File: config.mk
export PLATFORM = sky130hd
export DESIGN_NAME = three_axis_wheel_speed_ramp_unit
export DESIGN_NICKNAME = d
export VERILOG_FILES = /design/src/hw/rtl/tawsr_pkg.sv /design/src/hw/rtl/three_axis_wheel_speed_ramp_unit.sv /design/src/hw/rtl/tawsr_regs.sv /design/src/hw/rtl/tawsr_div.sv /design/src/hw/rtl/tawsr_dp.sv /design/src/hw/rtl/tawsr_ctrl.sv
export SDC_FILE = /design/constraint.sdc
export NUM_CORES = 2
export LEC_CHECK = 0
export BUFFER_PORTS_ARGS = -buffer_cell sky130_fd_sc_hd__buf_2
export CAP_MARGIN = 10
export CORE_UTILIZATION = 45
export DETAILED_ROUTE_END_ITERATION = 12
export PLACE_DENSITY = 0.69
export SLEW_MARGIN = 20
export SYNTH_ARGS = -nofsm -noshare
export SYNTH_HDL_FRONTEND = slang
export SYNTH_HIERARCHICAL = 1
export SYNTH_SLANG_ARGS = --single-unit
File: constraint.sdc
create_clock -name clk -period 13.3 [get_ports clk]
set_input_delay 2.66 -clock clk [delete_from_list [all_inputs] [get_ports clk]]
set_output_delay 2.66 -clock clk [all_outputs]
set_load 0.02 [all_outputs]
File: src/hw/rtl/tawsr_pkg.sv
`default_nettype none
package tawsr_pkg;

	// field widths
	localparam int RATE_W  = 24;
	localparam int SPD_W   = 24;
	localparam int VOLT_W  = 16;
	localparam int SCALE_W = 16;
	localparam int MAXS_W  = 23;
	localparam int ACC_W   = 23;
	localparam int DT_W    = 20;
	localparam int DB_W    = 12;

	// shared multiplier: 24 x 23 operands, all useful products fit in 43 bits
	localparam int MUL_A_W = 24;
	localparam int MUL_B_W = 23;
	localparam int MUL_P_W = MUL_A_W + MUL_B_W;
	localparam int PROD_W  = 43;

	// serial divider: 43-bit dividend, 23-bit divisor
	localparam int DIVR_W  = 23;
	localparam int CNT_W   = $clog2(PROD_W);

	// Q8.8 gain drops eight fraction bits
	localparam int SCALE_FRAC = 8;

	// microseconds per second
	localparam logic [DIVR_W-1:0] US_PER_S = DIVR_W'(1000000);

	// APB
	localparam int APB_DW = 32;
	localparam int ADDR_W = 5;
	localparam int IDX_W  = 3;

	localparam logic [IDX_W-1:0] REG_SPEED_SCALE = 3'd0;
	localparam logic [IDX_W-1:0] REG_MAX_SPEED   = 3'd1;
	localparam logic [IDX_W-1:0] REG_MIN_VOLTAGE = 3'd2;
	localparam logic [IDX_W-1:0] REG_MAX_VOLTAGE = 3'd3;
	localparam logic [IDX_W-1:0] REG_ACCEL_LIMIT = 3'd4;
	localparam logic [IDX_W-1:0] REG_DEFAULT_DT  = 3'd5;
	localparam logic [IDX_W-1:0] REG_MAX_DT      = 3'd6;
	localparam logic [IDX_W-1:0] REG_DEADBAND    = 3'd7;

	localparam logic [SCALE_W-1:0] RST_SPEED_SCALE = 16'd256;
	localparam logic [MAXS_W-1:0]  RST_MAX_SPEED   = 23'd819200;
	localparam logic [VOLT_W-1:0]  RST_MIN_VOLTAGE = 16'd0;
	localparam logic [VOLT_W-1:0]  RST_MAX_VOLTAGE = 16'd49152;
	localparam logic [ACC_W-1:0]   RST_ACCEL_LIMIT = 23'd409600;
	localparam logic [DT_W-1:0]    RST_DEFAULT_DT  = 20'd10000;
	localparam logic [DT_W-1:0]    RST_MAX_DT      = 20'd500000;
	localparam logic [DB_W-1:0]    RST_DEADBAND    = 12'd41;

	typedef enum logic [1:0] {
		OP_RATES = 2'd0,
		OP_RAMP  = 2'd1,
		OP_STOP  = 2'd2,
		OP_NONE  = 2'd3
	} op_t;

	typedef enum logic [1:0] {
		MUL_RATE  = 2'd0,
		MUL_ACCEL = 2'd1,
		MUL_VOLT  = 2'd2
	} mul_sel_t;

	typedef enum logic {
		DIV_STEP = 1'b0,
		DIV_VOLT = 1'b1
	} div_sel_t;

	typedef struct packed {
		logic [SCALE_W-1:0] speed_scale;
		logic [MAXS_W-1:0]  max_speed;
		logic [VOLT_W-1:0]  min_voltage;
		logic [VOLT_W-1:0]  max_voltage;
		logic [ACC_W-1:0]   accel_limit;
		logic [DT_W-1:0]    default_dt_us;
		logic [DT_W-1:0]    max_dt_us;
		logic [DB_W-1:0]    speed_deadband;
	} cfg_t;

	typedef struct packed {
		logic     load_in;
		logic     mul_en;
		mul_sel_t mul_sel;
		logic     div_start;
		div_sel_t div_sel;
		logic     step_ld;
		logic     tgt_wr;
		logic     whl_wr;
		logic     volt_wr;
		logic     clr;
		logic     out_ld;
	} dp_cmd_t;

	typedef struct packed {
		op_t  op;
		logic div_busy;
	} dp_sts_t;

endpackage
`default_nettype wire

File: src/hw/rtl/three_axis_wheel_speed_ramp_unit.sv
`default_nettype none
// Channel   Dir  Handshake                      Content
// s_axis    in   s_axis_tvalid / s_axis_tready  one command word, opcode in tuser
// m_axis    out  m_axis_tvalid / m_axis_tready  wheel speeds and drive voltages
// apb       in   psel, penable, pwrite, pready  eight config registers at 4*i
//
// One word at a time. Set-rates does a multiply and a target write for each of
// min(AXES,3) axes, stop clears the per-axis state, an unused opcode only finishes.
// A ramp step does one restoring divide for the step size, then one per axis for the
// voltage, all through a single shared divider and multiplier.
// A new word is taken while the previous result still waits on m_axis; the next
// result is held back until the output register frees up.
// arst_n clears the controller, the per-axis state and loads register defaults.
module three_axis_wheel_speed_ramp_unit
	import tawsr_pkg::*;
#(
	parameter int AXES = 3
) (
	input  wire logic              clk,
	input  wire logic              arst_n,
	// slave stream
	input  wire logic              s_axis_tvalid,
	output logic                   s_axis_tready,
	input  wire logic [95:0]       s_axis_tdata,  // roll_rate, pitch_rate, yaw_rate,
	                                              // step_time_us, 4 pad bits
	input  wire logic [1:0]        s_axis_tuser,  // opcode
	// master stream
	output logic                   m_axis_tvalid,
	input  wire logic              m_axis_tready,
	output logic      [119:0]      m_axis_tdata,  // speed_x, speed_y, speed_z,
	                                              // volt_x, volt_y, volt_z
	// config
	input  wire logic              psel,
	input  wire logic              penable,
	input  wire logic              pwrite,
	input  wire logic [ADDR_W-1:0] paddr,
	input  wire logic [APB_DW-1:0] pwdata,
	output logic      [APB_DW-1:0] prdata,
	output logic                   pready
);

	localparam int AXW = (AXES > 1) ? $clog2(AXES) : 1;

	cfg_t           cfg;
	dp_cmd_t        cmd;
	dp_sts_t        sts;
	logic [AXW-1:0] ax;

	logic signed [SPD_W-1:0] speed_x, speed_y, speed_z;
	logic [VOLT_W-1:0]       volt_x, volt_y, volt_z;

	assign pready = 1'b1;

	tawsr_regs u_regs (
		.clk     (clk),
		.arst_n  (arst_n),
		.psel    (psel),
		.penable (penable),
		.pwrite  (pwrite),
		.paddr   (paddr),
		.pwdata  (pwdata),
		.prdata  (prdata),
		.cfg     (cfg)
	);

	tawsr_ctrl #(
		.AXES (AXES),
		.AXW  (AXW)
	) u_ctrl (
		.clk       (clk),
		.arst_n    (arst_n),
		.in_valid  (s_axis_tvalid),
		.in_ready  (s_axis_tready),
		.out_valid (m_axis_tvalid),
		.out_ready (m_axis_tready),
		.sts       (sts),
		.cmd       (cmd),
		.ax        (ax)
	);

	tawsr_dp #(
		.AXES (AXES),
		.AXW  (AXW)
	) u_dp (
		.clk          (clk),
		.arst_n       (arst_n),
		.cfg          (cfg),
		.cmd          (cmd),
		.ax           (ax),
		.opcode       (s_axis_tuser),
		.roll_rate    ($signed(s_axis_tdata[23:0])),
		.pitch_rate   ($signed(s_axis_tdata[47:24])),
		.yaw_rate     ($signed(s_axis_tdata[71:48])),
		.step_time_us (s_axis_tdata[91:72]),
		.sts          (sts),
		.speed_x      (speed_x),
		.speed_y      (speed_y),
		.speed_z      (speed_z),
		.volt_x       (volt_x),
		.volt_y       (volt_y),
		.volt_z       (volt_z)
	);

	assign m_axis_tdata = {volt_z, volt_y, volt_x, speed_z, speed_y, speed_x};

	// one word in flight: after a take, the input side closes
	a_single_word: assert property (@(posedge clk) disable iff (!arst_n)
		(s_axis_tvalid && s_axis_tready) |=> !s_axis_tready)
		else $error("second word taken while one is in flight");

	// divider is never restarted mid-division
	a_div_start: assert property (@(posedge clk) disable iff (!arst_n)
		cmd.div_start |-> !sts.div_busy)
		else $error("divider started while busy");

	// divider only runs while a word is being worked on
	a_div_idle: assert property (@(posedge clk) disable iff (!arst_n)
		sts.div_busy |-> !s_axis_tready)
		else $error("divider busy while controller idle");

	// a result load always presents a word next cycle
	a_out_load: assert property (@(posedge clk) disable iff (!arst_n)
		cmd.out_ld |=> m_axis_tvalid)
		else $error("result loaded but not presented");

endmodule
`default_nettype wire

File: src/hw/rtl/tawsr_regs.sv
`default_nettype none
module tawsr_regs
	import tawsr_pkg::*;
(
	input  wire logic              clk,
	input  wire logic              arst_n,
	input  wire logic              psel,
	input  wire logic              penable,
	input  wire logic              pwrite,
	input  wire logic [ADDR_W-1:0] paddr,
	input  wire logic [APB_DW-1:0] pwdata,
	output logic      [APB_DW-1:0] prdata,
	output cfg_t                   cfg
);

	cfg_t             cfg_q;
	logic [IDX_W-1:0] idx;
	logic             wr;

	assign idx = paddr[ADDR_W-1:2];
	assign wr  = psel & penable & pwrite;
	assign cfg = cfg_q;

	always_ff @(posedge clk or negedge arst_n) begin
		if (!arst_n) begin
			cfg_q.speed_scale    <= RST_SPEED_SCALE;
			cfg_q.max_speed      <= RST_MAX_SPEED;
			cfg_q.min_voltage    <= RST_MIN_VOLTAGE;
			cfg_q.max_voltage    <= RST_MAX_VOLTAGE;
			cfg_q.accel_limit    <= RST_ACCEL_LIMIT;
			cfg_q.default_dt_us  <= RST_DEFAULT_DT;
			cfg_q.max_dt_us      <= RST_MAX_DT;
			cfg_q.speed_deadband <= RST_DEADBAND;
		end else if (wr) begin
			case (idx)
				REG_SPEED_SCALE: cfg_q.speed_scale    <= pwdata[SCALE_W-1:0];
				REG_MAX_SPEED:   cfg_q.max_speed      <= pwdata[MAXS_W-1:0];
				REG_MIN_VOLTAGE: cfg_q.min_voltage    <= pwdata[VOLT_W-1:0];
				REG_MAX_VOLTAGE: cfg_q.max_voltage    <= pwdata[VOLT_W-1:0];
				REG_ACCEL_LIMIT: cfg_q.accel_limit    <= pwdata[ACC_W-1:0];
				REG_DEFAULT_DT:  cfg_q.default_dt_us  <= pwdata[DT_W-1:0];
				REG_MAX_DT:      cfg_q.max_dt_us      <= pwdata[DT_W-1:0];
				REG_DEADBAND:    cfg_q.speed_deadband <= pwdata[DB_W-1:0];
				default: ;
			endcase
		end
	end

	always_comb begin
		case (idx)
			REG_SPEED_SCALE: prdata = APB_DW'(cfg_q.speed_scale);
			REG_MAX_SPEED:   prdata = APB_DW'(cfg_q.max_speed);
			REG_MIN_VOLTAGE: prdata = APB_DW'(cfg_q.min_voltage);
			REG_MAX_VOLTAGE: prdata = APB_DW'(cfg_q.max_voltage);
			REG_ACCEL_LIMIT: prdata = APB_DW'(cfg_q.accel_limit);
			REG_DEFAULT_DT:  prdata = APB_DW'(cfg_q.default_dt_us);
			REG_MAX_DT:      prdata = APB_DW'(cfg_q.max_dt_us);
			REG_DEADBAND:    prdata = APB_DW'(cfg_q.speed_deadband);
			default:         prdata = '0;
		endcase
	end

endmodule
`default_nettype wire

File: src/hw/rtl/tawsr_div.sv
`default_nettype none
module tawsr_div
	import tawsr_pkg::*;
(
	input  wire logic              clk,
	input  wire logic              arst_n,
	input  wire logic              start,
	input  wire logic [PROD_W-1:0] dividend,
	input  wire logic [DIVR_W-1:0] divisor,
	output logic                   busy,
	output logic      [PROD_W-1:0] quotient
);

	// restoring divide, one quotient bit per cycle, MSB first
	logic              busy_q;
	logic [CNT_W-1:0]  cnt_q;
	logic [PROD_W-1:0] quo_q;
	logic [DIVR_W-1:0] rem_q;
	logic [DIVR_W-1:0] dvs_q;
	logic [DIVR_W:0]   rem_sh;
	logic [DIVR_W:0]   rem_sub;
	logic              ge;

	assign rem_sh   = {rem_q, quo_q[PROD_W-1]};
	assign ge       = rem_sh >= {1'b0, dvs_q};
	assign rem_sub  = rem_sh - {1'b0, dvs_q};
	assign busy     = busy_q;
	assign quotient = quo_q;

	always_ff @(posedge clk or negedge arst_n) begin
		if (!arst_n) begin
			busy_q <= 1'b0;
			cnt_q  <= '0;
		end else if (start) begin
			busy_q <= 1'b1;
			cnt_q  <= '0;
		end else if (busy_q) begin
			cnt_q <= cnt_q + CNT_W'(1);
			if (cnt_q == CNT_W'(PROD_W - 1))
				busy_q <= 1'b0;
		end
	end

	always_ff @(posedge clk) begin
		if (start) begin
			quo_q <= dividend;
			rem_q <= '0;
			dvs_q <= divisor;
		end else if (busy_q) begin
			quo_q <= {quo_q[PROD_W-2:0], ge};
			rem_q <= ge ? rem_sub[DIVR_W-1:0] : rem_sh[DIVR_W-1:0];
		end
	end

endmodule
`default_nettype wire

File: src/hw/rtl/tawsr_dp.sv
`default_nettype none
module tawsr_dp
	import tawsr_pkg::*;
#(
	parameter int AXES = 3,
	parameter int AXW  = 2
) (
	input  wire logic                     clk,
	input  wire logic                     arst_n,
	input  cfg_t                          cfg,
	input  dp_cmd_t                       cmd,
	input  wire logic [AXW-1:0]           ax,
	input  wire logic [1:0]               opcode,
	input  wire logic signed [RATE_W-1:0] roll_rate,
	input  wire logic signed [RATE_W-1:0] pitch_rate,
	input  wire logic signed [RATE_W-1:0] yaw_rate,
	input  wire logic [DT_W-1:0]          step_time_us,
	output dp_sts_t                       sts,
	output logic signed [SPD_W-1:0]       speed_x,
	output logic signed [SPD_W-1:0]       speed_y,
	output logic signed [SPD_W-1:0]       speed_z,
	output logic [VOLT_W-1:0]             volt_x,
	output logic [VOLT_W-1:0]             volt_y,
	output logic [VOLT_W-1:0]             volt_z
);

	localparam int TGT_W = PROD_W - SCALE_FRAC;

	// per-axis state
	logic signed [SPD_W-1:0] tgt_q [AXES];
	logic signed [SPD_W-1:0] whl_q [AXES];
	logic [VOLT_W-1:0]       vlt_q [AXES];

	// captured word and working registers
	op_t                      op_q;
	logic signed [RATE_W-1:0] rate_q [3];
	logic [DT_W-1:0]          dt_q;
	logic [PROD_W-1:0]        prod_q;
	logic [SPD_W-1:0]         step_q;
	logic signed [SPD_W-1:0]  spd_o_q [3];
	logic [VOLT_W-1:0]        vlt_o_q [3];

	logic [2:0]               ax3;
	logic signed [RATE_W-1:0] rate_cur;
	logic                     rate_neg;
	logic [MUL_A_W-1:0]       rate_mag;
	logic [DT_W-1:0]          dt_eff;
	logic signed [VOLT_W:0]   span;
	logic [VOLT_W-1:0]        span_mag;
	logic signed [SPD_W-1:0]  tgt_cur;
	logic signed [SPD_W-1:0]  whl_cur;
	logic [SPD_W-1:0]         whl_mag;
	logic [MUL_A_W-1:0]       mul_a;
	logic [MUL_B_W-1:0]       mul_b;
	logic [MUL_P_W-1:0]       mul_full;
	logic [TGT_W-1:0]         t_scaled;
	logic [MAXS_W-1:0]        t_mag;
	logic signed [SPD_W-1:0]  tgt_new;
	logic signed [SPD_W:0]    diff;
	logic signed [SPD_W:0]    stp;
	logic signed [SPD_W:0]    d_lim;
	logic signed [SPD_W-1:0]  whl_new;
	logic [VOLT_W-1:0]        quo_v;
	logic [VOLT_W-1:0]        v_interp;
	logic [VOLT_W-1:0]        vol_new;
	logic [DIVR_W-1:0]        div_dvs;
	logic [PROD_W-1:0]        quo;
	logic                     div_busy;
	logic signed [SPD_W-1:0]  spd_view [3];
	logic [VOLT_W-1:0]        vlt_view [3];

	assign ax3 = 3'(ax);

	always_comb begin
		case (ax3)
			3'd0:    rate_cur = rate_q[0];
			3'd1:    rate_cur = rate_q[1];
			default: rate_cur = rate_q[2];
		endcase
	end

	assign rate_neg = rate_cur[RATE_W-1];
	assign rate_mag = rate_neg ? MUL_A_W'(-rate_cur) : MUL_A_W'(rate_cur);

	// zero or out-of-range dt falls back to the default
	assign dt_eff = (dt_q == '0 || dt_q > cfg.max_dt_us) ? cfg.default_dt_us : dt_q;

	assign span     = $signed({1'b0, cfg.max_voltage}) - $signed({1'b0, cfg.min_voltage});
	assign span_mag = span[VOLT_W] ? VOLT_W'(-span) : span[VOLT_W-1:0];

	assign tgt_cur = tgt_q[ax];
	assign whl_cur = whl_q[ax];
	assign whl_mag = whl_cur[SPD_W-1] ? SPD_W'(-whl_cur) : SPD_W'(whl_cur);

	always_comb begin
		case (cmd.mul_sel)
			MUL_RATE: begin
				mul_a = rate_mag;
				mul_b = MUL_B_W'(cfg.speed_scale);
			end
			MUL_ACCEL: begin
				mul_a = MUL_A_W'(dt_eff);
				mul_b = cfg.accel_limit;
			end
			MUL_VOLT: begin
				mul_a = whl_mag;
				mul_b = MUL_B_W'(span_mag);
			end
			default: begin
				mul_a = '0;
				mul_b = '0;
			end
		endcase
	end

	assign mul_full = {{MUL_B_W{1'b0}}, mul_a} * {{MUL_A_W{1'b0}}, mul_b};

	// target: clamp scaled magnitude, wheel spins against the body rate
	assign t_scaled = prod_q[PROD_W-1:SCALE_FRAC];
	assign t_mag    = (t_scaled > TGT_W'(cfg.max_speed)) ? cfg.max_speed
	                                                      : t_scaled[MAXS_W-1:0];
	assign tgt_new  = rate_neg ? $signed({1'b0, t_mag}) : -$signed({1'b0, t_mag});

	// slew limit
	assign diff = $signed({tgt_cur[SPD_W-1], tgt_cur}) - $signed({whl_cur[SPD_W-1], whl_cur});
	assign stp  = $signed({1'b0, step_q});

	always_comb begin
		if (diff > stp)
			d_lim = stp;
		else if (diff < -stp)
			d_lim = -stp;
		else
			d_lim = diff;
	end

	assign whl_new = SPD_W'(whl_cur + $signed(d_lim[SPD_W-1:0]));

	// drive voltage
	assign quo_v    = quo[VOLT_W-1:0];
	assign v_interp = span[VOLT_W] ? cfg.min_voltage - quo_v : cfg.min_voltage + quo_v;

	always_comb begin
		if (whl_mag < SPD_W'(cfg.speed_deadband))
			vol_new = '0;
		else if (cfg.max_speed == '0 || whl_mag >= SPD_W'(cfg.max_speed))
			vol_new = cfg.max_voltage;
		else
			vol_new = v_interp;
	end

	assign div_dvs = (cmd.div_sel == DIV_STEP) ? US_PER_S : cfg.max_speed;

	tawsr_div u_div (
		.clk      (clk),
		.arst_n   (arst_n),
		.start    (cmd.div_start),
		.dividend (prod_q),
		.divisor  (div_dvs),
		.busy     (div_busy),
		.quotient (quo)
	);

	assign sts.op       = op_q;
	assign sts.div_busy = div_busy;

	always_ff @(posedge clk or negedge arst_n) begin
		if (!arst_n) begin
			for (int i = 0; i < AXES; i++) begin
				tgt_q[i] <= '0;
				whl_q[i] <= '0;
				vlt_q[i] <= '0;
			end
		end else if (cmd.clr) begin
			for (int i = 0; i < AXES; i++) begin
				tgt_q[i] <= '0;
				whl_q[i] <= '0;
				vlt_q[i] <= '0;
			end
		end else begin
			if (cmd.tgt_wr)
				tgt_q[ax] <= tgt_new;
			if (cmd.whl_wr)
				whl_q[ax] <= whl_new;
			if (cmd.volt_wr)
				vlt_q[ax] <= vol_new;
		end
	end

	// missing axes report zero
	for (genvar g = 0; g < 3; g++) begin : g_view
		if (g < AXES) begin : g_on
			assign spd_view[g] = whl_q[g];
			assign vlt_view[g] = vlt_q[g];
		end else begin : g_off
			assign spd_view[g] = '0;
			assign vlt_view[g] = '0;
		end
	end

	always_ff @(posedge clk) begin
		if (cmd.load_in) begin
			op_q      <= op_t'(opcode);
			rate_q[0] <= roll_rate;
			rate_q[1] <= pitch_rate;
			rate_q[2] <= yaw_rate;
			dt_q      <= step_time_us;
		end
		if (cmd.mul_en)
			prod_q <= mul_full[PROD_W-1:0];
		if (cmd.step_ld)
			step_q <= quo[SPD_W-1:0];
		if (cmd.out_ld) begin
			for (int k = 0; k < 3; k++) begin
				spd_o_q[k] <= spd_view[k];
				vlt_o_q[k] <= vlt_view[k];
			end
		end
	end

	assign speed_x = spd_o_q[0];
	assign speed_y = spd_o_q[1];
	assign speed_z = spd_o_q[2];
	assign volt_x  = vlt_o_q[0];
	assign volt_y  = vlt_o_q[1];
	assign volt_z  = vlt_o_q[2];

endmodule
`default_nettype wire

File: src/hw/rtl/tawsr_ctrl.sv
`default_nettype none
module tawsr_ctrl
	import tawsr_pkg::*;
#(
	parameter int AXES = 3,
	parameter int AXW  = 2
) (
	input  wire logic           clk,
	input  wire logic           arst_n,
	input  wire logic           in_valid,
	output logic                in_ready,
	output logic                out_valid,
	input  wire logic           out_ready,
	input  dp_sts_t             sts,
	output dp_cmd_t             cmd,
	output logic      [AXW-1:0] ax
);

	localparam int RATE_AXES = (AXES < 3) ? AXES : 3;
	localparam logic [AXW-1:0] RATE_LAST = AXW'(RATE_AXES - 1);
	localparam logic [AXW-1:0] AX_LAST   = AXW'(AXES - 1);

	typedef enum logic [3:0] {
		S_IDLE,
		S_DEC,
		S_RMUL,
		S_RTGT,
		S_SMUL,
		S_SDIV,
		S_SWAIT,
		S_UPD,
		S_VMUL,
		S_VDIV,
		S_VWAIT,
		S_VWR,
		S_CLR,
		S_FIN
	} state_t;

	state_t         state_q;
	logic [AXW-1:0] ax_q;
	logic           out_valid_q;
	logic           out_free;

	assign out_free  = !out_valid_q || out_ready;
	assign in_ready  = (state_q == S_IDLE);
	assign out_valid = out_valid_q;
	assign ax        = ax_q;

	always_comb begin
		cmd         = '0;
		cmd.mul_sel = MUL_RATE;
		cmd.div_sel = DIV_STEP;
		case (state_q)
			S_IDLE:  cmd.load_in = in_valid;
			S_RMUL: begin
				cmd.mul_en  = 1'b1;
				cmd.mul_sel = MUL_RATE;
			end
			S_RTGT:  cmd.tgt_wr = 1'b1;
			S_SMUL: begin
				cmd.mul_en  = 1'b1;
				cmd.mul_sel = MUL_ACCEL;
			end
			S_SDIV: begin
				cmd.div_start = 1'b1;
				cmd.div_sel   = DIV_STEP;
			end
			S_SWAIT: cmd.step_ld = !sts.div_busy;
			S_UPD:   cmd.whl_wr = 1'b1;
			S_VMUL: begin
				cmd.mul_en  = 1'b1;
				cmd.mul_sel = MUL_VOLT;
			end
			S_VDIV: begin
				cmd.div_start = 1'b1;
				cmd.div_sel   = DIV_VOLT;
			end
			S_VWR:   cmd.volt_wr = 1'b1;
			S_CLR:   cmd.clr = 1'b1;
			S_FIN:   cmd.out_ld = out_free;
			default: ;
		endcase
	end

	always_ff @(posedge clk or negedge arst_n) begin
		if (!arst_n) begin
			state_q     <= S_IDLE;
			ax_q        <= '0;
			out_valid_q <= 1'b0;
		end else begin
			if (state_q == S_FIN && out_free)
				out_valid_q <= 1'b1;
			else if (out_ready)
				out_valid_q <= 1'b0;

			case (state_q)
				S_IDLE: begin
					if (in_valid)
						state_q <= S_DEC;
				end
				S_DEC: begin
					ax_q <= '0;
					case (sts.op)
						OP_RATES: state_q <= S_RMUL;
						OP_RAMP:  state_q <= S_SMUL;
						OP_STOP:  state_q <= S_CLR;
						default:  state_q <= S_FIN;
					endcase
				end
				S_RMUL: state_q <= S_RTGT;
				S_RTGT: begin
					if (ax_q == RATE_LAST) begin
						state_q <= S_FIN;
					end else begin
						ax_q    <= ax_q + AXW'(1);
						state_q <= S_RMUL;
					end
				end
				S_SMUL: state_q <= S_SDIV;
				S_SDIV: state_q <= S_SWAIT;
				S_SWAIT: begin
					if (!sts.div_busy)
						state_q <= S_UPD;
				end
				S_UPD:  state_q <= S_VMUL;
				S_VMUL: state_q <= S_VDIV;
				S_VDIV: state_q <= S_VWAIT;
				S_VWAIT: begin
					if (!sts.div_busy)
						state_q <= S_VWR;
				end
				S_VWR: begin
					if (ax_q == AX_LAST) begin
						state_q <= S_FIN;
					end else begin
						ax_q    <= ax_q + AXW'(1);
						state_q <= S_UPD;
					end
				end
				S_CLR: state_q <= S_FIN;
				S_FIN: begin
					if (out_free)
						state_q <= S_IDLE;
				end
				default: state_q <= S_IDLE;
			endcase
		end
	end

endmodule
`default_nettype wire
=== After elaboration in Yosys (flattened, before gate mapping) ===
Memory sizes are Yosys's and may differ from the RTL's.
Cells that the tools add are included.

* Register bits: 530
* Memory bits (writable): 192
* Output and inout port bits: 155
* Word-level logic and storage cells: 188
* Memories kept: 3

* Add/subtract/negate cells: 13
* $mul: 1
* Order comparisons: 9
* Equal/unequal tests: 32
* Mux-type cells: 67
* Bitwise gates (word level): 3
* Reductions and logical operators: 31

{| class="wikitable"
|+ Memories
! memory !! depth !! bits a word !! rd ports !! clocked after Yosys merged registers in !! wr ports !! line !! RTL
|-
| u_dp.rate_q || 3 || 24 || 3 || 0 || 3 || tawsr_dp.sv:36 || <nowiki>logic signed [RATE_W-1:0] rate_q [3];</nowiki>
|-
| u_dp.spd_o_q || 3 || 24 || 3 || 0 || 3 || tawsr_dp.sv:40 || <nowiki>logic signed [SPD_W-1:0] spd_o_q [3];</nowiki>
|-
| u_dp.vlt_o_q || 3 || 16 || 3 || 0 || 3 || tawsr_dp.sv:41 || <nowiki>logic [VOLT_W-1:0] vlt_o_q [3];</nowiki>
|}

{| class="wikitable"
|+ Operator list
! cell !! number
|-
| 72-bit 2-to-1 mux || 4
|-
| 32-bit case mux with 8 select lines || 1
|-
| 24-bit 2-to-1 mux || 10
|-
| 72-bit bitwise mux || 2
|-
| 24-bit binary-select mux with 2-bit select || 2
|-
| 48-bit 2-to-1 mux || 2
|-
| 43-bit 2-to-1 mux || 2
|-
| 16-bit 2-to-1 mux || 5
|-
| 24-bit case mux with 3 select lines || 1
|-
| 23-bit case mux with 3 select lines || 1
|-
| 4-bit case mux with 14 select lines || 1
|-
| 48-bit bitwise mux || 1
|-
| 24-bit demux with 2-bit select || 1
|-
| 24-bit by 23-bit greater-or-equal comparator with 1-bit output || 2
|-
| 24-bit negator || 2
|-
| 24-bit case mux with 2 select lines || 1
|-
| 23-bit 2-to-1 mux || 2
|-
| 24-bit by 23-bit multiplier with 43-bit output || 1
|-
| 35-bit by 23-bit > comparator with 1-bit output || 1
|-
| 16-bit demux with 2-bit select || 1
|-
| 25-bit > comparator || 1
|-
| 25-bit < comparator || 1
|-
| 24-bit negator with 25-bit output || 1
|-
| 24-bit by 24-bit subtractor with 25-bit output || 1
|-
| other kinds (47) || 109
|}

=== Depth between registers and ports, before layout ===
* Depth after elaboration: 13
* Gate-level depth with buffers: 46

=== Cells and area by module ===
Netlist, hierarchy kept.

{| class="wikitable"
|+ Modules (own cells, without submodules)
! module !! times used !! cells each !! area each (µm²) !! seq. area each (µm²)
|-
| tawsr_dp || 1 || 4739 || 45737.6 || 13242.7
|-
| tawsr_regs || 1 || 497 || 6772.7 || 3683.5
|-
| tawsr_div || 1 || 488 || 5296.3 || 2617.5
|-
| tawsr_ctrl || 1 || 81 || 604.3 || 175.2
|-
| three_axis_wheel_speed_ramp_unit || 1 || 2 || 11.3 || 0.0
|}

=== Worst setup path after synthesis ===
Ideal clock, no wire load.

* Path kind: reg2reg
* Start: reg u_ctrl.ax_q[0], in the netlist u_ctrl/ax[0]
* End: reg u_dp.prod_q[40] (data pin)
* Arrival: 9.852 ns
* Required time: 13.041 ns
* Path slack: 3.189 ns
* Stages on the path, launching flop included: 38
* Path buffers: 5
* Clock period less this slack: 10.111 ns
* Cell sequence: dfrtp_1 buf_6 buf_2 buf_2 buf_2 mux2_2 mux2i_1 ha_1 nand2b_1 o22a_1 a211oi_1 nand3_1 nor2_1 a31oi_1 xor2_1 a211oi_1 a21o_1 clkbuf_1 [... 2 more ...] fa_1 fa_1 fa_1 inv_1 fa_1 fa_1 inv_1 fa_1 inv_1 ha_1 and3_1 nand3_1 or3_1 o21ai_0 a21oi_1 o41ai_1 a31oi_1 a211o_1

* Longest elaborated chain between the ends: 8
* Elaborated cells on any way between the ends: 13
* Classes of those cells: add/sub (2); mul (1); eq/ne (1); mux (7); bitwise (1); reduce/logical (1)

{| class="wikitable"
|+ RTL lines
! what !! line !! RTL
|-
| from (decl) || tawsr_ctrl.sv:41 || <nowiki>logic [AXW-1:0] ax_q;</nowiki>
|-
| from (signal assigned) || tawsr_ctrl.sv:116 || <nowiki>ax_q <= ax_q + AXW'(1);</nowiki>
|-
| from (signal assigned) || tawsr_ctrl.sv:137 || <nowiki>ax_q <= ax_q + AXW'(1);</nowiki>
|-
| 2-bit NOT with 3-bit output (not written as such) || tawsr_dp.sv:92 || <nowiki>assign whl_cur = whl_q[ax];</nowiki>
|-
| 24-bit binary-select mux with 2-bit select || tawsr_dp.sv:92 ||
|-
| 24-bit 2-to-1 mux (not written as such) (2 in a row) || tawsr_dp.sv:92 ||
|-
| 24-bit negator || tawsr_dp.sv:93 || <nowiki>assign whl_mag = whl_cur[SPD_W-1] ? SPD_W'(-whl_cur) : SPD_W'(whl_cur);</nowiki>
|-
| 24-bit 2-to-1 mux || tawsr_dp.sv:93 ||
|-
| 24-bit case mux with 3 select lines * || tawsr_dp.sv:96 || <nowiki>case (cmd.mul_sel)</nowiki>
|-
| 24-bit by 23-bit multiplier with 43-bit output * || tawsr_dp.sv:116 || <nowiki>assign mul_full = {{MUL_B_W{1'b0}}, mul_a} * {{MUL_A_W{1'b0}}, mul_b};</nowiki>
|-
| named net u_dp.mul_full[40] || tawsr_dp.sv:55 || <nowiki>logic [MUL_P_W-1:0] mul_full;</nowiki>
|-
| to (signal assigned) || tawsr_dp.sv:210 || <nowiki>prod_q <= mul_full[PROD_W-1:0];</nowiki>
|-
| to (decl) || tawsr_dp.sv:38 || <nowiki>logic [PROD_W-1:0] prod_q;</nowiki>
|}

The timed path passes the listed nets; every way through them passes the cells marked *. The select of a mux whose other input is x is not followed.
A chain may end at the register's enable or synchronous reset.

=== Worst setup path in the final report ===
* Start: reg u_regs.cfg_q (netlist bit u_regs/cfg[75])
* End: reg u_dp.prod_q[40] (data pin)

* Longest elaborated chain between the ends: 5

{| class="wikitable"
|+ RTL lines
! what !! line !! RTL
|-
| from (decl) || tawsr_regs.sv:16 || <nowiki>cfg_t cfg_q;</nowiki>
|-
| 16-bit by 16-bit subtractor with 17-bit output * || tawsr_dp.sv:88 || <nowiki>assign span = $signed({1'b0, cfg.max_voltage}) - $signed({1'b0, cfg.min_voltage});</nowiki>
|-
| 16-bit negator || tawsr_dp.sv:89 || <nowiki>assign span_mag = span[VOLT_W] ? VOLT_W'(-span) : span[VOLT_W-1:0];</nowiki>
|-
| 16-bit 2-to-1 mux * || tawsr_dp.sv:89 ||
|-
| 23-bit case mux with 3 select lines * || tawsr_dp.sv:96 ||
|-
| 24-bit by 23-bit multiplier with 43-bit output * || tawsr_dp.sv:116 ||
|-
| named net u_dp.mul_full[40] || tawsr_dp.sv:55 ||
|}

The timed path passes the listed nets; every way through them passes the cells marked *.

==> run summary <==
Post-Place Cells - 7683
Fin util - 0.5059
Synthesized area - 0.05842 mm2
Critical path's slowest cell - a2111oi_0
Highest Clock Rate - 85.57 MHz
Avg WL per Cell - 23.80 um
Initial Utilization - 0.4558
EDFF count, synth - 347
Layout cell share with drive strength beyond 1 - 0.1437
Top cells by count, synth - inv_1, nand2_1, nor2_1
Final setup fails - 0
Ys async rst share - 0.4875
Top cell family by delay on the critical path - compound AO/OA/AOI/OAI gates
Status - finished clean
RSZ-0062 raised after global routing - false
Num CTS Buffers - 82
DR pass1 iterations - 7
CTS max path bufs - 3
Most common cell in the netlist - inv_1
Number of antenna-violating nets in the routed design - 0
Via count - 45480
Antenna violations before repair - 24
Rel. slew slack - 0.2237
CTS resizes - 0
CP Launch Type - flop
Post-synth top area cell - edfxtp_1
Post-CTS Setup Bufs - 0
Num ports - 297
Worst Path Buf+Inv - 9
Clk_lat worst skew - 0.70 ns
Root buffer cell - clkbuf_16
Vias in the first global route - 45380
Crit share post-route - 0.8787
Gr ovfl total - 0
Worst-path fanout max - 20
Ranking of synthesized cells by area - edfxtp_1, fa_1, dfrtp_1, ha_1, inv_1
Unique cell type count in the Yosys netlist - 114
Nets@finish - 7024
Global-route wire length before repair - 282000 um
Die height - 362.3 um
Initial DRC Count - 4443
Crit-path max cell delay - 0.67 ns
Area growth syn-to-layout - 10.99%
Cell row count - 131
Critical Setup Path Class - reg2reg
CTS tree - done
Synth warn - 6
Final Max Slew Viols - 0
Clk slew on worst S/H paths - 0.06 ns
Worst Skew - 0.04759 ns
Register area share after synthesis - 0.3375
Yosys top cell area share - 0.1784
CTS Hold Buffers Added - 0
Synthesized instance count - 5807
WP data arrival - 12.09 ns
Max-Cap Viols - 0
GRT Util Overall - 0.2840
DRC errors left - 0
Crit end category - flop
Core ar. - 0.1282 mm2
Placed wire-length estimate - 147400 um
Largest net degree at the start of global routing - 107
CP required - 13.71 ns
Synthesized flop and latch total - 722
CTS H-tree depth - 3
Final std cells w/o fill - 7847
Clock period minus worst slack - 11.69 ns
Worst Tran Pin Value - 1.160 ns
WL final - 186800 um
Die X - 362.3 um
Fin. Hold Viols - 0
Port buffer count - 271
Sink Count - 722
Via-per-instance ratio - 5.796
Worst min path class - reg2reg
Syn Area/Cell - 10.06 um2
RD Place Congestion - 0.9815
Main flop type after synthesis - edfxtp_1
Setup TNS Final - 0 ns
Die area - 0.1313 mm2
==> per-layer routing <==
| layer | up-vias | global-route usage | wire [um] |
|---|---|---|---|
| met5 | - | 0 | 146 |
| met4 | 24 | 0.1169 | 8624 |
| met3 | 432 | 0.05896 | 17050 |
| met2 | 2101 | 0.4419 | 83510 |
| met1 | 22610 | 0.3857 | 77440 |
| li1 | 20320 | - | - |
==> placed cells by master, fill, tap and decap left out, types with 16 or more instances in the layout <==
cell type,n
inv_1,730
nand2_1,514
nor2_1,473
fa_1,459
ha_1,383
edfxtp_1,347
dfrtp_1,326
buf_2,270
a21oi_1,239
mux2_2,195
o21ai_0,190
mux2i_1,181
xnor2_1,165
a22o_1,133
buf_4,115
clkbuf_16,82
a21o_1,76
xor2_1,75
o21ai_1,67
nand3_1,60
nor2b_1,60
nand2b_1,58
nor3_1,57
and2_1,49
nand4_1,42
a31oi_1,38
a211oi_1,36
o21a_1,32
o22ai_1,31
and3_1,31
conb_1,28
o22a_1,25
nor4_1,24
or3_1,24
dfstp_2,24
dfxtp_1,23
o31ai_1,22
o21bai_1,16
==> state kept, by name, summed over array words and instances, names as in the netlist, 2 cells and up <==
name,flops
u_regs/cfg,146
u_dp/rate_q,72
u_dp/spd_o_q,72
u_dp/spd_view,72
u_dp/tgt_q,72
u_dp/vlt_o_q,48
u_dp/vlt_q,48
u_dp/prod_q,43
u_dp/u_div/quotient,43
u_dp/step_q,24
u_dp/u_div/dvs_q,23
u_dp/u_div/rem_q,23
u_dp/dt_q,20
u_dp/u_div/cnt_q,6
u_ctrl/state_q,4
u_ctrl/ax,2
u_dp/op_q,2
==> worst register-to-register path, delay by kind of cell (launching register included) <==
| kind | cells | cell delay (ns) |
|---|---|---|
| AOI/OAI and AO/OA | 10 | 4.41 |
| adders and majority gates | 10 | 4.16 |
| and+or+nand+nor | 7 | 1.26 |
| buffers and inverters | 9 | 0.92 |
| DFF | 1 | 0.42 |
| xor gates and xnor gates | 1 | 0.22 |
==> cell type report <==
| class | count | area, um2 |
|---|---|---|
| antenna | 9 | 22.52 |
| clock buffer | 107 | 2256 |
| clock inverter | 46 | 563.0 |
| fill | 11600 | 63330 |
| inverter | 742 | 2790 |
| multi-input combinational | 4105 | 35080 |
| sequential | 722 | 19730 |
| tap | 1729 | 2163 |
| timing repair buffer | 387 | 2237 |
==> metrics by stage <==
stage	setup WS, ns	hold WS [ns]	area [um2]
2_1_floorplan	3.189	0.4222	58510
3_3_place_gp	1.939	0.4306	61980
3_5_place_dp	1.881	0.4322	61980
4_1_cts	1.813	0.4386	64800
5_1_grt	1.097	0.4508	64830
6_report	1.614	0.4363	64840
==> kinds of logic after synthesis <==
family	Yosys count	synth area share
compound gates	1123	0.1298
fa+ha+maj	842	0.2393
simple gates	1480	0.1164
other cells	4	0.0002569
flops	722	0.3375
xor+xnor	240	0.03598
mux	392	0.07258
buf+inv	1004	0.06810
==> path summary, 6_finish.rpt <==
| kind | startpoint | end | slack [ns] | cells past startpoint |
|---|---|---|---|---|
| worst max-delay path | u_regs/cfg[75] | u_dp/prod_q[40] | 1.61 | 37 |
| worst min-delay path | u_dp/u_div/quotient[19] | u_dp/step_q[19] | 0.44 | 0 |
| worst max register to register | u_regs/cfg[75] | u_dp/prod_q[40] | 1.61 | 37 |
| worst min register to register | u_dp/u_div/quotient[19] | u_dp/step_q[19] | 0.44 | 0 |
| max in group asynchronous | arst_n | u_regs/cfg[136] | 9.01 | 3 |
| min in group asynchronous | arst_n | u_ctrl/out_valid | 2.01 | 1 |
Power is not shown: default switching activity piles up to over one toggle a cycle in this logic, so the estimate is an artifact.
